`src/hdl/rled_pkg.sv`:
```
// Shared types and constants of the pair-escape run-length decoder.
// No dependencies; every other file in hdl/ imports this package.
package rled_pkg;

   localparam int DEF_COPIES_PER_RESULT = 8;
   localparam int DEF_LENGTH_WIDTH      = 24;
   localparam int BYTE_W                = 8;
   localparam int COPIES_W              = 4;
   localparam int QUEUE_DEPTH           = 2;

   // Chunk size is kept between 8 (a 255 run fits 32 results) and 15 (copies field).
   function automatic int chunk_size(input int requested);
      int c;
      c = requested;
      if (c < 8) c = 8;
      if (c > 15) c = 15;
      return c;
   endfunction

   typedef enum logic [2:0] {
      PH_EMPTY = 3'b001,
      PH_HELD  = 3'b010,
      PH_COUNT = 3'b100
   } phase_type;

   // One run handed from the front to the back.
   typedef struct packed {
      logic [BYTE_W-1:0] value;
      logic [BYTE_W-1:0] count;   // already clipped, never zero
      logic              reached; // last chunk lands exactly on the length
   } cmd_type;

   typedef struct packed {
      logic full;
      logic empty;
   } q_status_type;

endpackage

```
`src/hdl/rled_channels.sv`:
```
// Channel interfaces of the decoder: request, response and register write.
// Depends on rled_pkg for field widths.
interface rled_req_if;
   import rled_pkg::*;
   logic              valid;
   logic              ready;
   logic [BYTE_W-1:0] in_byte;
   logic              end_of_stream;
   modport source (output valid, in_byte, end_of_stream, input ready);
   modport sink (input valid, in_byte, end_of_stream, output ready);
endinterface

interface rled_rsp_if;
   import rled_pkg::*;
   logic                valid;
   logic                ready;
   logic [BYTE_W-1:0]   out_value;
   logic [COPIES_W-1:0] copies;
   logic                last_of_item;
   logic                length_reached;
   modport source (output valid, out_value, copies, last_of_item, length_reached,
                   input ready);
   modport sink (input valid, out_value, copies, last_of_item, length_reached,
                 output ready);
endinterface

interface rled_csr_if #(parameter int LENGTH_WIDTH = rled_pkg::DEF_LENGTH_WIDTH);
   logic                    valid;
   logic                    ready;
   logic [LENGTH_WIDTH-1:0] data;
   modport source (output valid, data, input ready);
   modport sink (input valid, data, output ready);
endinterface

```
`src/hdl/rle_pair_escape_decoder.sv`:
```
// Top level of the pair-escape run-length decoder: length register, front,
// command queue and back. Depends on rled_pkg, rled_channels and the rled_ modules.
//
//   channel   direction  payload                                         transfer when
//   req_chan  in         in_byte, end_of_stream                          valid && ready
//   rsp_chan  out        out_value, copies, last_of_item, length_reached valid && ready
//   csr_chan  in         data (output length)                            valid && ready
//
// An input byte is taken whenever the two-entry command queue has room.
// A run of N bytes leaves the back end as ceil(N/chunk) responses, one per cycle
// while the sink keeps ready high, once the command is loaded from the queue.
// Synchronous reset clears phase, held byte, produced count and output length.
// A stalled sink fills the queue, and then req_chan.ready drops.
module rle_pair_escape_decoder #(
   parameter int COPIES_PER_RESULT = rled_pkg::DEF_COPIES_PER_RESULT,
   parameter int LENGTH_WIDTH      = rled_pkg::DEF_LENGTH_WIDTH
) (
   input logic  clock,
   input logic  reset,
   rled_req_if.sink                        req_chan,
   rled_rsp_if.source                      rsp_chan,
   rled_csr_if.sink                        csr_chan
);
   import rled_pkg::*;

   logic [LENGTH_WIDTH-1:0] length_ff;
   logic                    push;
   logic                    pop;
   cmd_type                 push_cmd;
   cmd_type                 head_cmd;
   q_status_type            q_status;

   assign csr_chan.ready = 1'b1;

   always_ff @(posedge clock) begin
      if (reset) begin
         length_ff <= '0;
      end else if (csr_chan.valid) begin
         length_ff <= csr_chan.data;
      end
   end

   rled_front #(.LENGTH_WIDTH(LENGTH_WIDTH)) u_front (
      .clock         (clock),
      .reset         (reset),
      .in_valid      (req_chan.valid),
      .in_ready      (req_chan.ready),
      .in_byte       (req_chan.in_byte),
      .end_of_stream (req_chan.end_of_stream),
      .length_limit  (length_ff),
      .q_status      (q_status),
      .push          (push),
      .push_cmd      (push_cmd)
   );

   rled_cmd_queue u_queue (
      .clock    (clock),
      .reset    (reset),
      .push     (push),
      .push_cmd (push_cmd),
      .pop      (pop),
      .head_cmd (head_cmd),
      .status   (q_status)
   );

   rled_back #(.COPIES_PER_RESULT(COPIES_PER_RESULT)) u_back (
      .clock          (clock),
      .reset          (reset),
      .head_cmd       (head_cmd),
      .q_status       (q_status),
      .pop            (pop),
      .out_valid      (rsp_chan.valid),
      .out_ready      (rsp_chan.ready),
      .out_value      (rsp_chan.out_value),
      .copies         (rsp_chan.copies),
      .last_of_item   (rsp_chan.last_of_item),
      .length_reached (rsp_chan.length_reached)
   );

endmodule

```
`src/hdl/rled_front.sv`:
```
// Front end: accepts encoded bytes, tracks held byte and phase, clips runs
// at the output length and pushes run commands. Depends on rled_pkg.
module rled_front #(
   parameter int LENGTH_WIDTH = rled_pkg::DEF_LENGTH_WIDTH
) (
   input  logic                         clock,
   input  logic                         reset,
   input  logic                         in_valid,
   output logic                         in_ready,
   input  logic [rled_pkg::BYTE_W-1:0]  in_byte,
   input  logic                         end_of_stream,
   input  logic [LENGTH_WIDTH-1:0]      length_limit,
   input  rled_pkg::q_status_type       q_status,
   output logic                         push,
   output rled_pkg::cmd_type            push_cmd
);
   import rled_pkg::*;

   phase_type               phase_ff, phase_in;
   logic [BYTE_W-1:0]       held_ff, held_in;
   logic [LENGTH_WIDTH-1:0] produced_ff, produced_in;
   logic [BYTE_W-1:0]       run_cnt;
   logic [LENGTH_WIDTH-1:0] rem;
   logic [BYTE_W-1:0]       clip;
   logic                    below;
   logic                    go;

   assign in_ready = !q_status.full;
   assign go       = in_valid && in_ready;
   assign below    = produced_ff < length_limit;
   assign rem      = length_limit - produced_ff;

   always_comb begin
      phase_in = phase_ff;
      held_in  = held_ff;
      run_cnt  = '0;
      if (end_of_stream) begin
         case (phase_ff)
            PH_HELD:  run_cnt = BYTE_W'(1);
            PH_COUNT: run_cnt = BYTE_W'(2);
            default:  run_cnt = '0;
         endcase
         phase_in = PH_EMPTY;
      end else if (below) begin
         case (phase_ff)
            PH_HELD: begin
               if (in_byte == held_ff) begin
                  phase_in = PH_COUNT;
               end else begin
                  run_cnt = BYTE_W'(1);
                  held_in = in_byte;
               end
            end
            PH_COUNT: begin
               run_cnt  = in_byte;
               phase_in = PH_EMPTY;
            end
            default: begin
               held_in  = in_byte;
               phase_in = PH_HELD;
            end
         endcase
      end
   end

   // Clip the run to what is left of the output length.
   always_comb begin
      if (LENGTH_WIDTH'(run_cnt) > rem) begin
         clip = rem[BYTE_W-1:0];
      end else begin
         clip = run_cnt;
      end
      push             = go && below && (run_cnt != '0);
      push_cmd.value   = held_ff;
      push_cmd.count   = clip;
      push_cmd.reached = LENGTH_WIDTH'(run_cnt) >= rem;
      produced_in      = produced_ff + LENGTH_WIDTH'(clip);
   end

   always_ff @(posedge clock) begin
      if (reset) begin
         phase_ff    <= PH_EMPTY;
         held_ff     <= '0;
         produced_ff <= '0;
      end else if (go) begin
         phase_ff <= phase_in;
         held_ff  <= held_in;
         if (push) begin
            produced_ff <= produced_in;
         end
      end
   end

endmodule

```
`src/hdl/rled_cmd_queue.sv`:
```
// Short run-command queue between front and back.
// Depends on rled_pkg for the command type and depth.
module rled_cmd_queue (
   input  logic                   clock,
   input  logic                   reset,
   input  logic                   push,
   input  rled_pkg::cmd_type      push_cmd,
   input  logic                   pop,
   output rled_pkg::cmd_type      head_cmd,
   output rled_pkg::q_status_type status
);
   import rled_pkg::*;

   localparam int PTR_W = (QUEUE_DEPTH > 1) ? $clog2(QUEUE_DEPTH) : 1;
   localparam int CNT_W = $clog2(QUEUE_DEPTH + 1);

   cmd_type           slots_ff [QUEUE_DEPTH];
   logic [PTR_W-1:0]  wr_ptr_ff, wr_ptr_in;
   logic [PTR_W-1:0]  rd_ptr_ff, rd_ptr_in;
   logic [CNT_W-1:0]  fill_ff, fill_in;

   assign status.full  = fill_ff == CNT_W'(QUEUE_DEPTH);
   assign status.empty = fill_ff == '0;
   assign head_cmd     = slots_ff[rd_ptr_ff];

   always_comb begin
      wr_ptr_in = wr_ptr_ff;
      rd_ptr_in = rd_ptr_ff;
      fill_in   = fill_ff;
      if (push) begin
         wr_ptr_in = (wr_ptr_ff == PTR_W'(QUEUE_DEPTH - 1)) ? '0 : wr_ptr_ff + 1'b1;
      end
      if (pop) begin
         rd_ptr_in = (rd_ptr_ff == PTR_W'(QUEUE_DEPTH - 1)) ? '0 : rd_ptr_ff + 1'b1;
      end
      if (push && !pop) begin
         fill_in = fill_ff + 1'b1;
      end else if (pop && !push) begin
         fill_in = fill_ff - 1'b1;
      end
   end

   always_ff @(posedge clock) begin
      if (reset) begin
         wr_ptr_ff <= '0;
         rd_ptr_ff <= '0;
         fill_ff   <= '0;
      end else begin
         wr_ptr_ff <= wr_ptr_in;
         rd_ptr_ff <= rd_ptr_in;
         fill_ff   <= fill_in;
      end
   end

   always_ff @(posedge clock) begin
      if (push) begin
         slots_ff[wr_ptr_ff] <= push_cmd;
      end
   end

endmodule

```
`src/hdl/rled_back.sv`:
```
// Back end: splits each run command into chunks and drives the registered
// response channel. Depends on rled_pkg.
module rled_back #(
   parameter int COPIES_PER_RESULT = rled_pkg::DEF_COPIES_PER_RESULT
) (
   input  logic                           clock,
   input  logic                           reset,
   input  rled_pkg::cmd_type              head_cmd,
   input  rled_pkg::q_status_type         q_status,
   output logic                           pop,
   output logic                           out_valid,
   input  logic                           out_ready,
   output logic [rled_pkg::BYTE_W-1:0]    out_value,
   output logic [rled_pkg::COPIES_W-1:0]  copies,
   output logic                           last_of_item,
   output logic                           length_reached
);
   import rled_pkg::*;

   localparam int CHUNK = chunk_size(COPIES_PER_RESULT);

   logic                busy_ff;
   logic [BYTE_W-1:0]   value_ff;
   logic [BYTE_W-1:0]   left_ff, left_in;
   logic                reached_ff;
   logic                vld_ff;
   logic [BYTE_W-1:0]   o_value_ff;
   logic [COPIES_W-1:0] o_copies_ff;
   logic                o_last_ff;
   logic                o_reached_ff;
   logic [BYTE_W-1:0]   chunk;
   logic                final_chunk;
   logic                out_free;
   logic                emit;

   assign out_free    = !vld_ff || out_ready;
   assign emit        = busy_ff && out_free;
   assign pop         = !busy_ff && !q_status.empty;
   assign final_chunk = left_ff <= BYTE_W'(CHUNK);
   assign chunk       = final_chunk ? left_ff : BYTE_W'(CHUNK);
   assign left_in     = left_ff - chunk;

   always_ff @(posedge clock) begin
      if (reset) begin
         busy_ff <= 1'b0;
         vld_ff  <= 1'b0;
      end else begin
         if (pop) begin
            busy_ff <= 1'b1;
         end else if (emit && final_chunk) begin
            busy_ff <= 1'b0;
         end
         if (emit) begin
            vld_ff <= 1'b1;
         end else if (out_ready) begin
            vld_ff <= 1'b0;
         end
      end
   end

   always_ff @(posedge clock) begin
      if (pop) begin
         value_ff   <= head_cmd.value;
         left_ff    <= head_cmd.count;
         reached_ff <= head_cmd.reached;
      end else if (emit) begin
         left_ff <= left_in;
      end
      if (emit) begin
         o_value_ff   <= value_ff;
         o_copies_ff  <= chunk[COPIES_W-1:0];
         o_last_ff    <= final_chunk;
         o_reached_ff <= final_chunk && reached_ff;
      end
   end

   assign out_valid      = vld_ff;
   assign out_value      = o_value_ff;
   assign copies         = o_copies_ff;
   assign last_of_item   = o_last_ff;
   assign length_reached = o_reached_ff;

endmodule

```
`src/flat_wrapper.sv`:
```
// flat-port wrapper written by rule: the top's interface ports become plain ports
module rle_pair_escape_decoder_flat import rled_pkg::*;
#(
   parameter int COPIES_PER_RESULT = rled_pkg::DEF_COPIES_PER_RESULT,
   parameter int LENGTH_WIDTH      = rled_pkg::DEF_LENGTH_WIDTH
)
  (clock, reset, req_chan_valid, req_chan_in_byte, req_chan_end_of_stream, req_chan_ready, rsp_chan_valid, rsp_chan_out_value, rsp_chan_copies, rsp_chan_last_of_item, rsp_chan_length_reached, rsp_chan_ready, csr_chan_valid, csr_chan_data, csr_chan_ready);
  rled_req_if req_chan_i ();
  rled_rsp_if rsp_chan_i ();
  rled_csr_if #(.LENGTH_WIDTH(LENGTH_WIDTH)) csr_chan_i ();
  input logic clock;
  input logic reset;
  input wire logic [$bits(req_chan_i.valid)-1:0] req_chan_valid;
  input wire logic [$bits(req_chan_i.in_byte)-1:0] req_chan_in_byte;
  input wire logic [$bits(req_chan_i.end_of_stream)-1:0] req_chan_end_of_stream;
  output wire logic [$bits(req_chan_i.ready)-1:0] req_chan_ready;
  output wire logic [$bits(rsp_chan_i.valid)-1:0] rsp_chan_valid;
  output wire logic [$bits(rsp_chan_i.out_value)-1:0] rsp_chan_out_value;
  output wire logic [$bits(rsp_chan_i.copies)-1:0] rsp_chan_copies;
  output wire logic [$bits(rsp_chan_i.last_of_item)-1:0] rsp_chan_last_of_item;
  output wire logic [$bits(rsp_chan_i.length_reached)-1:0] rsp_chan_length_reached;
  input wire logic [$bits(rsp_chan_i.ready)-1:0] rsp_chan_ready;
  input wire logic [$bits(csr_chan_i.valid)-1:0] csr_chan_valid;
  input wire logic [$bits(csr_chan_i.data)-1:0] csr_chan_data;
  output wire logic [$bits(csr_chan_i.ready)-1:0] csr_chan_ready;
  assign req_chan_i.valid = req_chan_valid;
  assign req_chan_i.in_byte = req_chan_in_byte;
  assign req_chan_i.end_of_stream = req_chan_end_of_stream;
  assign req_chan_ready = req_chan_i.ready;
  assign rsp_chan_valid = rsp_chan_i.valid;
  assign rsp_chan_out_value = rsp_chan_i.out_value;
  assign rsp_chan_copies = rsp_chan_i.copies;
  assign rsp_chan_last_of_item = rsp_chan_i.last_of_item;
  assign rsp_chan_length_reached = rsp_chan_i.length_reached;
  assign rsp_chan_i.ready = rsp_chan_ready;
  assign csr_chan_i.valid = csr_chan_valid;
  assign csr_chan_i.data = csr_chan_data;
  assign csr_chan_ready = csr_chan_i.ready;
  rle_pair_escape_decoder #(.COPIES_PER_RESULT(COPIES_PER_RESULT), .LENGTH_WIDTH(LENGTH_WIDTH)) u_core (.clock(clock), .reset(reset), .req_chan(req_chan_i), .rsp_chan(rsp_chan_i), .csr_chan(csr_chan_i));
endmodule
```
`config.mk`:
```
export PLATFORM = sky130hd
export DESIGN_NAME = rle_pair_escape_decoder_flat
export DESIGN_NICKNAME = d
export VERILOG_FILES = /design/src/hdl/rled_pkg.sv /design/src/hdl/rled_channels.sv /design/src/hdl/rle_pair_escape_decoder.sv /design/src/hdl/rled_front.sv /design/src/hdl/rled_cmd_queue.sv /design/src/hdl/rled_back.sv /design/src/flat_wrapper.sv
export SDC_FILE = /design/constraint.sdc
export NUM_CORES = 1
export LEC_CHECK = 0
export CORE_MARGIN = 2
export CORE_UTILIZATION = 39
export DETAILED_ROUTE_END_ITERATION = 10
export DONT_BUFFER_PORTS = 1
export PLACE_DENSITY = 0.6
export SLEW_MARGIN = 20
export SYNTH_ARGS = -nofsm -noshare
export SYNTH_HDL_FRONTEND = slang
export SYNTH_SLANG_ARGS = --single-unit
```
`constraint.sdc`:
```
create_clock -name clock -period 17.6 [get_ports clock]
set_input_delay 0 -clock clock [delete_from_list [all_inputs] [get_ports clock]]
set_output_delay 0 -clock clock [all_outputs]
set_load 0.05 [all_outputs]
```
==> impl_metrics.tcl <==
set metrics [dict create \
    cp_data_arrival_time_ns 7.82 \
    layout.cells.most_common "nor2_1" \
    clock-root-buffer "clkbuf_16" \
    final.fill_count 1756 \
    met1_usage_pct 22.1 \
    multi_input_area_um2 3820 \
    floorplan.initialDensity_pct 39.5 \
    yosys_warnings 0 \
    drt_pass1_iterations 5 \
    grt_overflow 0 \
    ys_dominant_reg_cell "dfxtp_1" \
    syn_area_um2 7340 \
    p_int_w 0.000689 \
    clock_latency_ns 0.43 \
    worstSetupStartpointType "flop" \
    grt_antenna_before_repair 0 \
    synth_area_leader_cell "edfxtp_1" \
    vias 5533 \
    maxCapViolations 0 \
    num_io_pins 55 \
    final-max-slew-violation-count 0 \
    worst_r2r_startpoint "u_core.u_front.produced_ff[10]$_SDFFE_PP0P_" \
    buffer_ports.inserted 0 \
    critical_path.reg2reg.endpoint "u_core.u_front.produced_ff[22]$_SDFFE_PP0P_" \
    max_slew.worst_pin.slew_ns 0.940 \
    reg2reg_setup_slack_ns 10.13 \
    grt_setup_unrepaired "no" \
    sequential_cell_area_um2 3270 \
    pwr-share-seq_pct 43.4 \
    clock_skew_ns 0.0128 \
    syn-instance-count 753 \
    share_of_the_yosys_chip_area_belonging_to_registers_pct 44.6 \
    cts_tree "yes" \
    detail_route.wirelength_mm 16.4 \
    drtIter0Drc 257 \
    post-synth-top-area-fraction_pct 26.6 \
    synth.area.top_cells "edfxtp_1, dfxtp_1, ha_1" \
    die_width_um 141 \
    synth-adder-area-share_pct 7.70 \
    grt_max_degree 75 \
    main_combinational_cell_family_by_area_after_synthesis "simple AND/OR/NAND/NOR gates" \
    netlist-cell-type-count 63 \
    grt_most_used_layer "met2" \
    hold_path_class "input port to flop" \
    min_period_over_period_pct 42.4 \
    remaining_drc_errors 0 \
    area_growth_syn_to_layout_pct 20.0 \
    synth.area.mux_share_pct 8.55 \
    irDropWorstVdd_uv 70.5 \
    status "finished clean" \
    cts_resized 0 \
    switching_share_of_power_pct 33.8 \
    grt_pass1_wl_mm 27.2 \
    most-common-layout-cells "nor2_1, dfxtp_1, edfxtp_1" \
    cts.hold.buffers_added 62 \
    placed_wire_length_estimate_after_detailed_placement_mm 11.7 \
    basic_gate_share_of_the_synthesized_area_counting_and_or_nand_and_nor_cells_pct 16.7 \
    slowest_stage_delay_cp_ns 0.58 \
    cp-startpoint "u_core.u_front.produced_ff[10]$_SDFFE_PP0P_" \
    cts.repair_timing.setup_buffer_count 0 \
    setup.worst_path.class "flop to flop" \
    finish.net_count 897 \
    crit_slowest_cell "nor4_4" \
    fmax_mhz 134 \
    total_chip_power_w 0.00104 \
    numClockSinks 131 \
    dieArea_um2 19900 \
    clock_power_share_pct 34.6 \
    total_leakage_power_nw 3.45 \
    gr-usage-met2_pct 28.9 \
    global_route.usage.met3_pct 3.77 \
    power.density_nw_per_um2 118 \
    critPathCapture "u_core.u_front.produced_ff[22]$_SDFFE_PP0P_" \
    finalSetupTns_ns 0 \
    synthXorXnorAreaFrac_pct 5.01 \
    mean_area_per_synthesized_cell_um2 9.75 \
    clockBufferDepth 2 \
    clkTransAtPathRegs_ns 0.07 \
    crit_fanout 11 \
    antennaDiodeCount 0 \
    htree_levels 4 \
    number_of_endpoints_with_negative_hold_slack_in_the_final_report 0 \
    switching_power_w 0.000351 \
    track_usage_pct 17.2 \
    crit_path_end_kind "flop" \
    via_per_inst 5.21 \
    timing.max_slew.rel_slack_pct 37.1 \
    routedWlPerCell_um 15.4 \
    finalCriticalPeriod_ns 7.47 \
    setup_viol_count_final 0 \
    number_of_global_route_vias_before_repair 5447 \
    number_of_flops_mapped_to_enable_cells_by_yosys 65 \
    cts_made_buffers 17 \
    timing.hold.worst_path_depth 2 \
    die_h_um 141 \
    final_weighted_congestion_in_routability_driven_placement 0.891 \
    crit_path_frequent_cell "a21oi_1" \
    async_reset_ff_share_pct 0 \
    comb_power_share_pct 21.9 \
    final_layout_size_suffix_gt1_share_pct 8.09 \
    synth-compound-area-share_pct 13.9 \
    placement_rows 50 \
    synth-seq-cells 131 \
    coreArea_um2 18600 \
    antenna_violating_nets_post_route 0 \
    crit_required_ns 17.95 \
    worst_r2r_path_depth 28 \
]
==> cell type report <==
cell class	instances	area share, %
clock inverters	15	1.97
flip-flops and latches	131	37.1
inverters	43	1.83
multi-input cells	556	43.3
well taps	234	3.32
repair buffers	66	7.58
clock buffers	17	4.83
==> sequential cells by signal (all words and copies together) (netlist names), named ones only <==
register,count
u_core.u_queue.slots_ff,34
u_core.length_ff,24
u_core.u_front.produced_ff,24
u_core.u_back.left_ff,8
u_core.u_back.out_value,8
u_core.u_back.value_ff,8
u_core.u_front.held_ff,8
u_core.u_back.copies,4
u_core.u_front.phase_ff,3
u_core.u_queue.fill_ff,2
u_core.u_back.busy_ff,1
u_core.u_back.last_of_item,1
u_core.u_back.length_reached,1
u_core.u_back.out_valid,1
u_core.u_back.reached_ff,1
u_core.u_queue.rd_ptr_ff,1
u_core.u_queue.wr_ptr_ff,1
==> per-layer routing <==
metal  up-vias  part of all wire, %
li1       2838                    -
met1      2583                   47
met2        94                   48
met3        18                  3.2
met4         0                  1.3
met5         -                    0
==> critical path, delay by kind of cell (launching register included) <==
| kind | cells | cell delay (ns) |
|---|---|---|
| buf+inv | 1 | 0.06 |
| simple gates | 8 | 2.84 |
| fa+ha+maj | 4 | 1.17 |
| flops | 1 | 0.36 |
| compound gates | 14 | 2.56 |
| mux | 1 | 0.41 |
==> power by group through the flow <==
stage | sequential, W | combinational [W] | clock, W
2_1_floorplan | 0.000443 | 0.000176 | 0
3_3_place_gp | 0.000458 | 0.000208 | 0
3_5_place_dp | 0.000459 | 0.000209 | 0
4_1_cts | 0.000453 | 0.000229 | 0.000368
5_1_grt | 0.000459 | 0.000256 | 0.000379
6_report | 0.000452 | 0.000228 | 0.000360
==> stage by stage <==
step	cells	setup slack (ns)	instance area, µm²	hold WS, ns	utilization [%]
floorplan	754	11.27	7350	0.147	-
global placement	968	10.29	7580	0.0835	40.8
global route	1062	9.45	8810	0.0283	47.4
CTS	1062	10.11	8810	0.0250	47.4
finish	1062	10.13	8810	0.0357	47.4
detailed placement	968	10.14	7580	0.0850	40.8
==> how the worst min path moves through the flow <==
stage | from | endpoint
final | req_chan_in_byte[3] | u_core.u_queue.slots_ff[1][4]$_DFFE_PP_
after CTS | req_chan_in_byte[7] | u_core.u_queue.slots_ff[1][8]$_DFFE_PP_
after global placement | reset | u_core.u_queue.fill_ff[1]$_SDFFE_PP0P_
after detailed placement | reset | u_core.u_queue.fill_ff[1]$_SDFFE_PP0P_
after floorplan | csr_chan_data[0] | u_core.length_ff[0]$_SDFFE_PP0P_
after global routing | req_chan_in_byte[7] | u_core.u_queue.slots_ff[1][8]$_DFFE_PP_
==> logic make-up (layout without fill, tap and decap cells) <==
family,after synthesis,in the layout
adders and majority gates,44,44
buffers and inverters,67,141
xor gates and xnor gates,42,42
other,1,2
and+or+nand+nor,244,244
muxes,61,61
DFF,131,131
AOI/OAI and AO/OA,163,163
==> synthesized netlist by cell type (3+ instances only) <==
cell and count:
a31oi_1 6, a211oi_1 6, nand4_1 8, nor4b_1 3
mux2i_1 50, a21o_1 13, and2_1 7, o22ai_1 4
ha_1 42, or4_1 5, o21bai_1 8, o21ai_0 33
buf_2 3, nor2_1 78, nand2b_1 24, and3_1 7
xnor2_1 34, xor2_1 8, dfxtp_1 66, mux2_2 10
a21oi_1 57, nand3_1 9, nor2b_1 6, or2_2 7
nor3_1 15, o21ai_1 3, clkbuf_1 18, inv_1 43
nand2_1 48, or3_1 11, o21a_1 4, o211ai_1 4
edfxtp_1 65, nor4_1 10
(Power assumes the default switching activity.)
